File: src/sv/i2ctam_pkg.sv
package i2ctam_pkg;

	// Width of the remaining byte counter.
	localparam int LENGTH_BITS = 8;

	localparam int ADDR_W     = 7;
	localparam int BYTE_W     = 8;
	localparam int CFG_IDX_W  = 2;
	localparam int CFG_DATA_W = 8;

	typedef enum logic [2:0] {
		EV_NONE       = 3'd0,
		EV_MATCH      = 3'd1,
		EV_MISMATCH   = 3'd2,
		EV_BYTE_TAKEN = 3'd3,
		EV_MASTER_ACK = 3'd4,
		EV_COMPLETE   = 3'd5
	} event_t;

	typedef enum logic [CFG_IDX_W-1:0] {
		REG_OWN_ADDRESS     = 2'd0,
		REG_TRANSMIT_LENGTH = 2'd1
	} reg_idx_t;

	typedef struct packed {
		logic   sda_release;
		event_t event_res;
		logic   master_ack;
	} result_t;

endpackage

File: src/sv/i2ctam_ifs.sv
interface i2ctam_sample_if;
	logic                           valid;
	logic                           ready;
	logic                           scl_level;
	logic                           sda_level;
	logic [i2ctam_pkg::BYTE_W-1:0]  tx_byte;

	modport source (output valid, output scl_level, output sda_level, output tx_byte,
		input ready);
	modport sink (input valid, input scl_level, input sda_level, input tx_byte,
		output ready);
endinterface

interface i2ctam_result_if;
	logic               valid;
	logic               ready;
	logic               sda_release;
	i2ctam_pkg::event_t event_res;
	logic               master_ack;

	modport source (output valid, output sda_release, output event_res, output master_ack,
		input ready);
	modport sink (input valid, input sda_release, input event_res, input master_ack,
		output ready);
endinterface

interface i2ctam_cfg_if;
	logic                              valid;
	logic                              ready;
	logic [i2ctam_pkg::CFG_IDX_W-1:0]  index;
	logic [i2ctam_pkg::CFG_DATA_W-1:0] data;

	modport source (output valid, output index, output data, input ready);
	modport sink (input valid, input index, input data, output ready);
endinterface

File: src/sv/i2c_target_address_match_transmit_unit.sv
// I2C target with seven-bit address match that answers any match with a run of bytes.
// The samples channel carries one synchronized SCL/SDA sample per transaction,
// together with the byte the transmit source offers next; that byte is consumed
// only when the result reports "byte taken". Every sample produces exactly one
// result on the results channel: the SDA release level to apply after this
// sample, an event code and, with a master-ack event, the sampled acknowledge.
// The cfg channel writes own_address (index 0) and transmit_length (index 1);
// it is always ready, and other indexes are dropped.
// An accepted sample is registered in the sample register, processed against the
// protocol state and written into the result queue, which shows it as a valid result.
// Throughput: one sample per clock cycle while the queue has room, set by the state
// update between the sample register and the two-entry result queue.
// When the receiver stalls, results collect in the queue; once the queue is full
// the sample register holds and samples ready drops in that same cycle, so
// nothing is lost. Reset puts the protocol state in idle with SDA released,
// clears both registers and empties the sample register and the result queue.
module i2c_target_address_match_transmit_unit (
	input  logic           clk,
	input  logic           arst_n,
	i2ctam_sample_if.sink  samples,
	i2ctam_result_if.source results,
	i2ctam_cfg_if.sink     cfg
);

	typedef enum logic [2:0] {
		PH_IDLE  = 3'd0,
		PH_START = 3'd1,
		PH_ADDR  = 3'd2,
		PH_AACK  = 3'd3,
		PH_TX    = 3'd4,
		PH_MACK  = 3'd5
	} phase_t;

	localparam int LB = i2ctam_pkg::LENGTH_BITS;

	// Configuration registers.
	logic [i2ctam_pkg::ADDR_W-1:0] own_address_q;
	logic [7:0]                    transmit_length_q;

	// Sample register.
	logic                          valid_s1;
	logic                          scl_s1;
	logic                          sda_s1;
	logic [i2ctam_pkg::BYTE_W-1:0] tx_byte_s1;

	// Protocol state.
	phase_t       phase_q, phase_d;
	logic [3:0]   bit_count_q, bit_count_d;
	logic [7:0]   shift_q, shift_d;
	logic [LB-1:0] bytes_left_q, bytes_left_d;
	logic         prev_scl_q, prev_sda_q;
	logic         sda_drive_q, sda_drive_d;
	logic         address_hit_q, address_hit_d;

	logic                 rise, fall;
	logic [3:0]           bc_inc;
	i2ctam_pkg::event_t   ev;
	logic                 mack;
	i2ctam_pkg::result_t  res_d;

	// Result queue.
	i2ctam_pkg::result_t q_mem [2];
	logic       wr_q, rd_q;
	logic [1:0] cnt_q;
	logic       advance, push, pop;

	assign advance = valid_s1 && (cnt_q != 2'd2);
	assign push    = advance;
	assign pop     = results.valid && results.ready;

	assign samples.ready = !valid_s1 || advance;
	assign cfg.ready     = 1'b1;

	assign results.valid       = (cnt_q != 2'd0);
	assign results.sda_release = q_mem[rd_q].sda_release;
	assign results.event_res   = q_mem[rd_q].event_res;
	assign results.master_ack  = q_mem[rd_q].master_ack;

	assign rise   = !prev_scl_q && scl_s1;
	assign fall   = prev_scl_q && !scl_s1;
	assign bc_inc = bit_count_q + 4'd1;

	always_comb begin
		phase_d       = phase_q;
		bit_count_d   = bit_count_q;
		shift_d       = shift_q;
		bytes_left_d  = bytes_left_q;
		sda_drive_d   = sda_drive_q;
		address_hit_d = address_hit_q;
		ev            = i2ctam_pkg::EV_NONE;
		mack          = 1'b0;
		case (phase_q)
			PH_START: begin
				if (fall) begin
					phase_d     = PH_ADDR;
					bit_count_d = '0;
					shift_d     = '0;
				end
			end
			PH_ADDR: begin
				if (rise && !bit_count_q[3]) begin
					shift_d     = {shift_q[6:0], sda_s1};
					bit_count_d = bc_inc;
				end else if (fall && bit_count_q[3]) begin
					address_hit_d = (shift_q[7:1] == own_address_q);
					sda_drive_d   = !address_hit_d;
					bytes_left_d  = LB'(transmit_length_q);
					ev            = address_hit_d ? i2ctam_pkg::EV_MATCH
						: i2ctam_pkg::EV_MISMATCH;
					bit_count_d   = '0;
					phase_d       = PH_AACK;
				end
			end
			PH_AACK: begin
				if (fall) begin
					sda_drive_d = 1'b1;
					if (!address_hit_q) begin
						phase_d = PH_IDLE;
					end else if (bytes_left_q != '0) begin
						shift_d      = tx_byte_s1;
						sda_drive_d  = tx_byte_s1[7];
						bit_count_d  = '0;
						bytes_left_d = bytes_left_q - LB'(1);
						phase_d      = PH_TX;
						ev           = i2ctam_pkg::EV_BYTE_TAKEN;
					end else begin
						ev      = i2ctam_pkg::EV_COMPLETE;
						phase_d = PH_IDLE;
					end
				end
			end
			PH_TX: begin
				if (fall) begin
					bit_count_d = bc_inc;
					if (bc_inc < 4'd8) begin
						shift_d     = {shift_q[6:0], 1'b0};
						sda_drive_d = shift_q[6];
					end else begin
						sda_drive_d = 1'b1;
						phase_d     = PH_MACK;
					end
				end
			end
			PH_MACK: begin
				if (rise) begin
					mack = !sda_s1;
					ev   = i2ctam_pkg::EV_MASTER_ACK;
				end else if (fall) begin
					if (bytes_left_q != '0) begin
						shift_d      = tx_byte_s1;
						sda_drive_d  = tx_byte_s1[7];
						bit_count_d  = '0;
						bytes_left_d = bytes_left_q - LB'(1);
						phase_d      = PH_TX;
						ev           = i2ctam_pkg::EV_BYTE_TAKEN;
					end else begin
						sda_drive_d = 1'b1;
						ev          = i2ctam_pkg::EV_COMPLETE;
						phase_d     = PH_IDLE;
					end
				end
			end
			default: begin
				// Idle, and any code that should never be held.
				phase_d     = PH_IDLE;
				sda_drive_d = 1'b1;
				if (prev_sda_q && !sda_s1 && scl_s1) begin
					phase_d = PH_START;
				end
			end
		endcase
		res_d.sda_release = sda_drive_d;
		res_d.event_res   = ev;
		res_d.master_ack  = mack;
	end

	always_ff @(posedge clk or negedge arst_n) begin
		if (!arst_n) begin
			own_address_q     <= '0;
			transmit_length_q <= '0;
		end else if (cfg.valid) begin
			case (i2ctam_pkg::reg_idx_t'(cfg.index))
				i2ctam_pkg::REG_OWN_ADDRESS: begin
					own_address_q <= cfg.data[i2ctam_pkg::ADDR_W-1:0];
				end
				i2ctam_pkg::REG_TRANSMIT_LENGTH: begin
					transmit_length_q <= cfg.data;
				end
				default: begin
				end
			endcase
		end
	end

	always_ff @(posedge clk or negedge arst_n) begin
		if (!arst_n) begin
			valid_s1 <= 1'b0;
		end else if (samples.ready) begin
			valid_s1 <= samples.valid;
		end
	end

	always_ff @(posedge clk) begin
		if (samples.valid && samples.ready) begin
			scl_s1     <= samples.scl_level;
			sda_s1     <= samples.sda_level;
			tx_byte_s1 <= samples.tx_byte;
		end
	end

	always_ff @(posedge clk or negedge arst_n) begin
		if (!arst_n) begin
			phase_q       <= PH_IDLE;
			bit_count_q   <= '0;
			shift_q       <= '0;
			bytes_left_q  <= '0;
			prev_scl_q    <= 1'b1;
			prev_sda_q    <= 1'b1;
			sda_drive_q   <= 1'b1;
			address_hit_q <= 1'b0;
		end else if (advance) begin
			phase_q       <= phase_d;
			bit_count_q   <= bit_count_d;
			shift_q       <= shift_d;
			bytes_left_q  <= bytes_left_d;
			prev_scl_q    <= scl_s1;
			prev_sda_q    <= sda_s1;
			sda_drive_q   <= sda_drive_d;
			address_hit_q <= address_hit_d;
		end
	end

	always_ff @(posedge clk or negedge arst_n) begin
		if (!arst_n) begin
			wr_q  <= 1'b0;
			rd_q  <= 1'b0;
			cnt_q <= '0;
		end else begin
			if (push) begin
				wr_q <= !wr_q;
			end
			if (pop) begin
				rd_q <= !rd_q;
			end
			cnt_q <= cnt_q + {1'b0, push} - {1'b0, pop};
		end
	end

	always_ff @(posedge clk) begin
		if (push) begin
			q_mem[wr_q] <= res_d;
		end
	end

endmodule

File: src/flat_wrapper.sv
// flat-port wrapper written by rule: the top's interface ports become plain ports
module i2c_target_address_match_transmit_unit_flat 
  (clk, arst_n, samples_valid, samples_scl_level, samples_sda_level, samples_tx_byte, samples_ready, results_valid, results_sda_release, results_event_res, results_master_ack, results_ready, cfg_valid, cfg_index, cfg_data, cfg_ready);
  i2ctam_sample_if samples_i ();
  i2ctam_result_if results_i ();
  i2ctam_cfg_if cfg_i ();
  input  logic clk;
  input  logic arst_n;
  input wire logic [$bits(samples_i.valid)-1:0] samples_valid;
  input wire logic [$bits(samples_i.scl_level)-1:0] samples_scl_level;
  input wire logic [$bits(samples_i.sda_level)-1:0] samples_sda_level;
  input wire logic [$bits(samples_i.tx_byte)-1:0] samples_tx_byte;
  output wire logic [$bits(samples_i.ready)-1:0] samples_ready;
  output wire logic [$bits(results_i.valid)-1:0] results_valid;
  output wire logic [$bits(results_i.sda_release)-1:0] results_sda_release;
  output wire logic [$bits(results_i.event_res)-1:0] results_event_res;
  output wire logic [$bits(results_i.master_ack)-1:0] results_master_ack;
  input wire logic [$bits(results_i.ready)-1:0] results_ready;
  input wire logic [$bits(cfg_i.valid)-1:0] cfg_valid;
  input wire logic [$bits(cfg_i.index)-1:0] cfg_index;
  input wire logic [$bits(cfg_i.data)-1:0] cfg_data;
  output wire logic [$bits(cfg_i.ready)-1:0] cfg_ready;
  assign samples_i.valid = samples_valid;
  assign samples_i.scl_level = samples_scl_level;
  assign samples_i.sda_level = samples_sda_level;
  assign samples_i.tx_byte = samples_tx_byte;
  assign samples_ready = samples_i.ready;
  assign results_valid = results_i.valid;
  assign results_sda_release = results_i.sda_release;
  assign results_event_res = results_i.event_res;
  assign results_master_ack = results_i.master_ack;
  assign results_i.ready = results_ready;
  assign cfg_i.valid = cfg_valid;
  assign cfg_i.index = cfg_index;
  assign cfg_i.data = cfg_data;
  assign cfg_ready = cfg_i.ready;
  i2c_target_address_match_transmit_unit u_core (.clk(clk), .arst_n(arst_n), .samples(samples_i), .results(results_i), .cfg(cfg_i));
endmodule
File: config.mk
export PLATFORM = sky130hd
export DESIGN_NAME = i2c_target_address_match_transmit_unit_flat
export DESIGN_NICKNAME = d
export VERILOG_FILES = /design/src/sv/i2ctam_pkg.sv /design/src/sv/i2ctam_ifs.sv /design/src/sv/i2c_target_address_match_transmit_unit.sv /design/src/flat_wrapper.sv
export SDC_FILE = /design/constraint.sdc
export NUM_CORES = 1
export LEC_CHECK = 0
export ABC_AREA = 0
export BUFFER_PORTS_ARGS = -buffer_cell sky130_fd_sc_hd__buf_2
export CAP_MARGIN = 5
export CORE_MARGIN = 2
export CORE_UTILIZATION = 45
export CTS_CLUSTER_SIZE = 20
export DETAILED_ROUTE_END_ITERATION = 6
export GPL_TIMING_DRIVEN = 0
export PLACE_DENSITY = 0.75
export SKIP_CTS_REPAIR_TIMING = 1
export SLEW_MARGIN = 20
export SYNTH_ARGS = -nofsm -noshare
export SYNTH_HDL_FRONTEND = slang
export SYNTH_SLANG_ARGS = --single-unit
File: constraint.sdc
create_clock -name clk -period 2.33 [get_ports clk]
set_clock_uncertainty 0.15 [all_clocks]
set_input_delay 0.233 -clock clk [delete_from_list [all_inputs] [get_ports clk]]
set_output_delay 0.233 -clock clk [all_outputs]
set_load 0.02 [all_outputs]
After elaboration in Yosys (flattened, before gate mapping)

Memories as Yosys holds them, arrays and structs flattened.
Index checks and enable logic that the tools add are counted.

Memories: 1
Flip-flop bits (word level): 57
Input port bits: 25
Bits in writable memories: 10
Logic and storage cells: 137
Output and inout bits: 8

$lt $le $gt $ge: 1
Bitwise gates (word level): 1
Multiplexer cells: 63
Add/subtract/negate cells: 4
Reduce and logical (&&, ||, !) cells: 30
Equal/unequal tests: 20

Memories:

| memory       | words | bits a word | rd ports | clocked after Yosys merged registers in | wr ports | line                                         | source |
|---|---|---|---|---|---|---|---|
| u_core.q_mem | 2     | 5           | 1        | 0                                       | 1        | i2c_target_address_match_transmit_unit.sv:62 | `i2ctam_pkg::result_t q_mem [2];` |

Operator list:

| operator            | count |
|---|---|
| $mux 8              | 16 |
| $mux 3              | 17 |
| $pmux 8 s5          | 1 |
| $mux 4              | 9 |
| $pmux 8 s3          | 1 |
| $pmux 4 s5          | 1 |
| $reduce_and 9->1    | 2 |
| $ne 2x1->1 const B  | 8 |
| $pmux 3 s5          | 1 |
| $mux 1              | 14 |
| $reduce_and 10->1   | 1 |
| $logic_and 1x1->1   | 9 |
| $pmux 3 s3          | 1 |
| $logic_not 1->1     | 8 |
| $ne 2x2->1 const B  | 4 |
| $reduce_and 8->1    | 1 |
| $reduce_bool 8->1   | 1 |
| $sub 8x1->8 const B | 1 |
| $eq 7x7->1          | 1 |
| $eq 3x2->1 const B  | 2 |
| $eq 3x3->1 const B  | 2 |
| $pmux 1 s5          | 1 |
| $reduce_bool 5->1   | 1 |
| $add 4x1->4 const B | 1 |
| 14 further kinds    | 15 |

Depth between registers and ports, before layout

Depth in word-level cells: 6
Gate-level depth with buffers: 8
Mapped depth without buffers: 7

Worst setup path before layout

Ideal clock, no wire load.

Path type: flip-flop to flip-flop
Start point: register u_core.bytes_left_q[0]
End point: register u_core.bit_count_q[0]
Data required time: 2055 ps
Setup time: 125 ps
Buffers on the path: 0
Clock period less this slack: 1990 ps
Arrival time: 1714 ps
Stages on the path, launching flop included: 8
Slack: 340 ps
Cell sequence: dfrtp_1 inv_1 ha_1 nor3b_2 a21o_2 a21oi_4 and3_4 mux2_4

Word-level cells in the longest chain between the ends: 5
Elaborated cells on any way between the ends: 7
Classes of those cells: 6 x mux; 1 x reduce/logical

RTL lines:

| what                                          | line                                                                                         | source |
|---|---|---|
| start: declaration                            | i2c_target_address_match_transmit_unit.sv:50                                                 | `logic [LB-1:0] bytes_left_q, bytes_left_d;` |
| start signal: assignment                      | i2c_target_address_match_transmit_unit.sv:225                                                | `bytes_left_q <= bytes_left_d;` |
| $reduce_bool 8->1 *                           | i2c_target_address_match_transmit_unit.sv:119, i2c_target_address_match_transmit_unit.sv:149 |  |
| $mux 4 *                                      | n/a                                                                                          |  |
| $mux 4, on equally long branches (2 in a row) | n/a                                                                                          |  |
| $pmux 4 s5 *                                  | n/a                                                                                          |  |
| end signal: assignment                        | i2c_target_address_match_transmit_unit.sv:223                                                | `bit_count_q <= bit_count_d;` |
| end: declaration                              | i2c_target_address_match_transmit_unit.sv:48                                                 | `logic [3:0] bit_count_q, bit_count_d;` |

Every way passes the cells marked *; elsewhere a longest branch is shown, timed or not. The select of a mux whose other input is x is not followed.
A chain may end at the register's enable or synchronous reset.

Worst setup path in the final report

Start point: register u_core.bytes_left_q[0]
End point: register u_core.shift_q[1]

Word-level cells in the longest chain between the ends: 5
Elaborated cells on any way between the ends: 7
Classes of those cells: 6 x mux; 1 x reduce/logical

RTL lines:

| what                                          | line                                                                                         | source |
|---|---|---|
| $reduce_bool 8->1 *                           | i2c_target_address_match_transmit_unit.sv:119, i2c_target_address_match_transmit_unit.sv:149 |  |
| $mux 8 *                                      | n/a                                                                                          |  |
| $mux 8, on equally long branches (2 in a row) | n/a                                                                                          |  |
| $pmux 8 s5 *                                  | n/a                                                                                          |  |
| end signal: assignment                        | i2c_target_address_match_transmit_unit.sv:224                                                | `shift_q <= shift_d;` |
| end: declaration                              | i2c_target_address_match_transmit_unit.sv:49                                                 | `logic [7:0] shift_q, shift_d;` |

Marks and branches as above.

==> flow_metrics.tcl <==
set metrics [dict create \
    startpoint_type "flip-flop" \
    n_antenna_cell 0 \
    critPathBufInv 1 \
    place_area_mm2 0.003830 \
    worstPathRequired_ps 2400 \
    clock_path_buffers 2 \
    rsz0062_at_grt "false" \
    portBuffers 31 \
    grt_pass1_wl_mm 11.76 \
    grt_max_degree 48 \
    clk_latency_ps 340 \
    end_kind "flip-flop" \
    peakVddDrop_mv 0.6219 \
    root_buffer "clkbuf_8" \
    ant_nets 0 \
    die_area_mm2 0.008609 \
    drtIter0Drc 125 \
    fp.coreArea_mm2 0.007687 \
    clk_pin_slew_ps 80 \
    gr-total-overflow 0 \
    cpLargestDelayFamily "compound AO/OA/AOI/OAI gates" \
    die_x_um 92.79 \
    rows 32 \
    path_max_fanout 8 \
    vias 2585 \
    grt_pass1_vias 2433 \
    p_leak_nw 1.744 \
    ys_types 64 \
    fin_area_mm2 0.004199 \
    async_reset_ff_frac 0.7015 \
    maxCapViolCount 0 \
    ys_seq_area_frac 0.5019 \
    worst_ep_arrival_time_ps 2270 \
    hold_viol 0 \
    power_density_mw_per_mm2 1243 \
    dieHeight_um 92.79 \
    worstHoldPathType "in -> reg" \
    ys_warn_count 0 \
    synth_flop_cell "dfrtp_1" \
    path_class "reg -> reg" \
    wl_per_cell_um 15.06 \
    drcViolationCount 0 \
    period_needed_ps 2194 \
    critPathSlowestCell "dfrtp_1" \
    slew_headroom 0.6008 \
    fillers 663 \
    clock-sinks 67 \
    syn-num-nets 333 \
    pin_count 33 \
    final_layout_size_suffix_gt1_frac 0.3000 \
    routed_wl_mm 7.110 \
    dr.pass1.iters 6 \
    period_share 0.9418 \
    synth_area_mm2 0.003547 \
    fin_nets 394 \
    dp_hpwl_mm 5.023 \
    areaGrowthSynthToFinish_pct 18.38 \
    synth-seq-cells 67 \
    syn_area_per_cell_um2 11.67 \
    setup_viol 0 \
    worst_pin_slew_ps 598.8 \
    max_stage_delay_ps 390 \
    crit_chain "inv_1 > ha_1 > nor3b_4 > a21o_2 > a21oi_4 > o21ai_4 > mux2_2" \
    numCtsBuffers 9 \
    start_util 0.4614 \
    grt_antenna_before_repair 0 \
    final.setup.tns_ps 0 \
    fmax_mhz 455.7 \
    drv_slew 0 \
    synth_edf_count 20 \
    cts_tree "done" \
    htree_num_levels 3 \
    grt_usage 0.1751 \
    outcome "finished, final reports clean" \
    avgViaCountPerCell 5.477 \
    finalWeightedCongestion 0.9256 \
    netlist_instances 304 \
]
-- placed cells by master, fill, tap and decap left out, types with 3 or more instances in the layout --
cell / count
nor2b_1: 4
nor2_1: 21
ha_1: 4
xnor2_1: 6
nand2_1: 18
a21oi_1: 12
clkbuf_1: 5
buf_2: 33
a31oi_1: 3
dlygate4sd3_1: 19
o21ai_0: 19
mux2_2: 28
edfxtp_1: 20
buf_6: 4
clkbuf_8: 10
nand3_1: 9
and2_1: 3
nor4_1: 3
nand2b_1: 7
a21o_1: 3
nor3b_2: 3
dfstp_2: 3
dfrtp_1: 44
o2bb2ai_1: 4
mux2i_1: 8
xor2_1: 6
inv_1: 9
buf_4: 4
mux2_4: 3
o211ai_1: 3
nor3_1: 3
-- stage by stage --
step	hold slack (ps)	cells	total power, mW	util	setup WS (ps)
after floorplan	-212.6	304	3.785	-	340.4
after global placement	259.7	437	4.249	0.4982	145.5
after detailed placement	261.7	437	4.342	0.4982	51.96
after CTS	-98.10	453	5.195	0.5203	33.59
after global routing	5.991	472	5.580	0.5462	56.61
final	0.6867	472	5.218	0.5462	135.6
-- final timing paths --
kind | depth (start not counted) | slack (ps) | endpoint | from
worst max-delay path | 7 | 140 | u_core.shift_q[1] | u_core.bytes_left_q[0]
worst min-delay path | 2 | 0.7 | u_core.transmit_length_q[6] | cfg_data[6]
worst max register to register | 7 | 140 | u_core.shift_q[1] | u_core.bytes_left_q[0]
worst min register to register | 2 | 350 | u_core.prev_sda_q | u_core.prev_sda_q
max in group asynchronous | 2 | 1330 | u_core.phase_q[1] | arst_n
min in group asynchronous | 2 | 300 | u_core.transmit_length_q[1] | arst_n
-- cells by family (layout without fill, tap and decap cells) --
kind of cell    after synthesis  count (layout)  synth area share
simple gates                 90              90            0.1481
flops                        67              67            0.5019
compound gates               65              65            0.1337
mux                          39              39            0.1242
buf+inv                      24              90           0.03809
xor+xnor                     14              14           0.03880
fa+ha+maj                     4               4           0.01411
other cells                   1               1          0.001057
-- final cells by class --
type                       instances  area [um2]  area share
clock buffer                      11       141.4     0.03367
clock inverter                     5       28.78    0.006853
buffer                            14       97.59     0.02324
inverter                          10       37.54    0.008939
tap                              102       127.6     0.03039
sequential                        67        1780      0.4240
multi-input combinational        213        1638      0.3900
timing repair buffer              50       347.8     0.08284
-- where the power goes --
group / switching (mW) / total, mW / leakage [nW] / internal [mW]
registers: 0.282 / 1.91 / 0.768 / 1.62
clock network: 0.430 / 0.838 / 0.0828 / 0.408
logic: 1.40 / 2.47 / 0.894 / 1.07
-- cell usage after synthesis, drive strengths merged (2+ instances only) --
master / instances / share of area
nor4: 4 / 0.0088
nand3: 9 / 0.013
a41oi: 2 / 0.0049
dfrtp: 44 / 0.31
a31oi: 3 / 0.0053
xnor2: 7 / 0.019
inv: 9 / 0.0095
nor3b: 7 / 0.024
and2: 3 / 0.0053
buf: 10 / 0.023
o2bb2ai: 4 / 0.0099
and3: 3 / 0.0067
or2: 2 / 0.0035
o21ai: 22 / 0.036
nand4: 2 / 0.0035
o211ai: 3 / 0.0063
nand4b: 2 / 0.0049
mux2: 31 / 0.10
ha: 4 / 0.014
dfstp: 3 / 0.022
nand2b: 7 / 0.012
mux2i: 8 / 0.023
nor3: 3 / 0.0042
edfxtp: 20 / 0.17
a22oi: 3 / 0.0078
a21o: 4 / 0.0088
nor2b: 5 / 0.011
nor2: 22 / 0.025
xor2: 7 / 0.019
nand2: 18 / 0.019
nand3b: 2 / 0.0042
a21oi: 14 / 0.024
clkbuf: 4 / 0.0042
-- registers in the layout, indices dropped and copies added, names as in the netlist --
register and count:
u_core.q_mem 10, u_core.own_address_q 7, u_core.phase_q 3, u_core.prev_sda_q 1
u_core.address_hit_q 1, u_core.sda_s1 1, u_core.scl_s1 1, u_core.tx_byte_s1 8
u_core.rd_q 1, u_core.wr_q 1, u_core.valid_s1 1, u_core.sda_drive_q 1
u_core.cnt_q 2, u_core.bytes_left_q 8, u_core.shift_q 8, u_core.bit_count_q 4
u_core.prev_scl_q 1, u_core.transmit_length_q 8
-- routing by layer --
layer  wire (um)  up-vias  share of wire  track usage
li1            -     1227              -            -
met3         284        9          0.040      0.03987
met4         107        0          0.015      0.06495
met5           0        -              0            0
met1        3183     1290           0.45       0.2353
met2        3535       59           0.50       0.2778
Power figures use the tool's default switching activity.
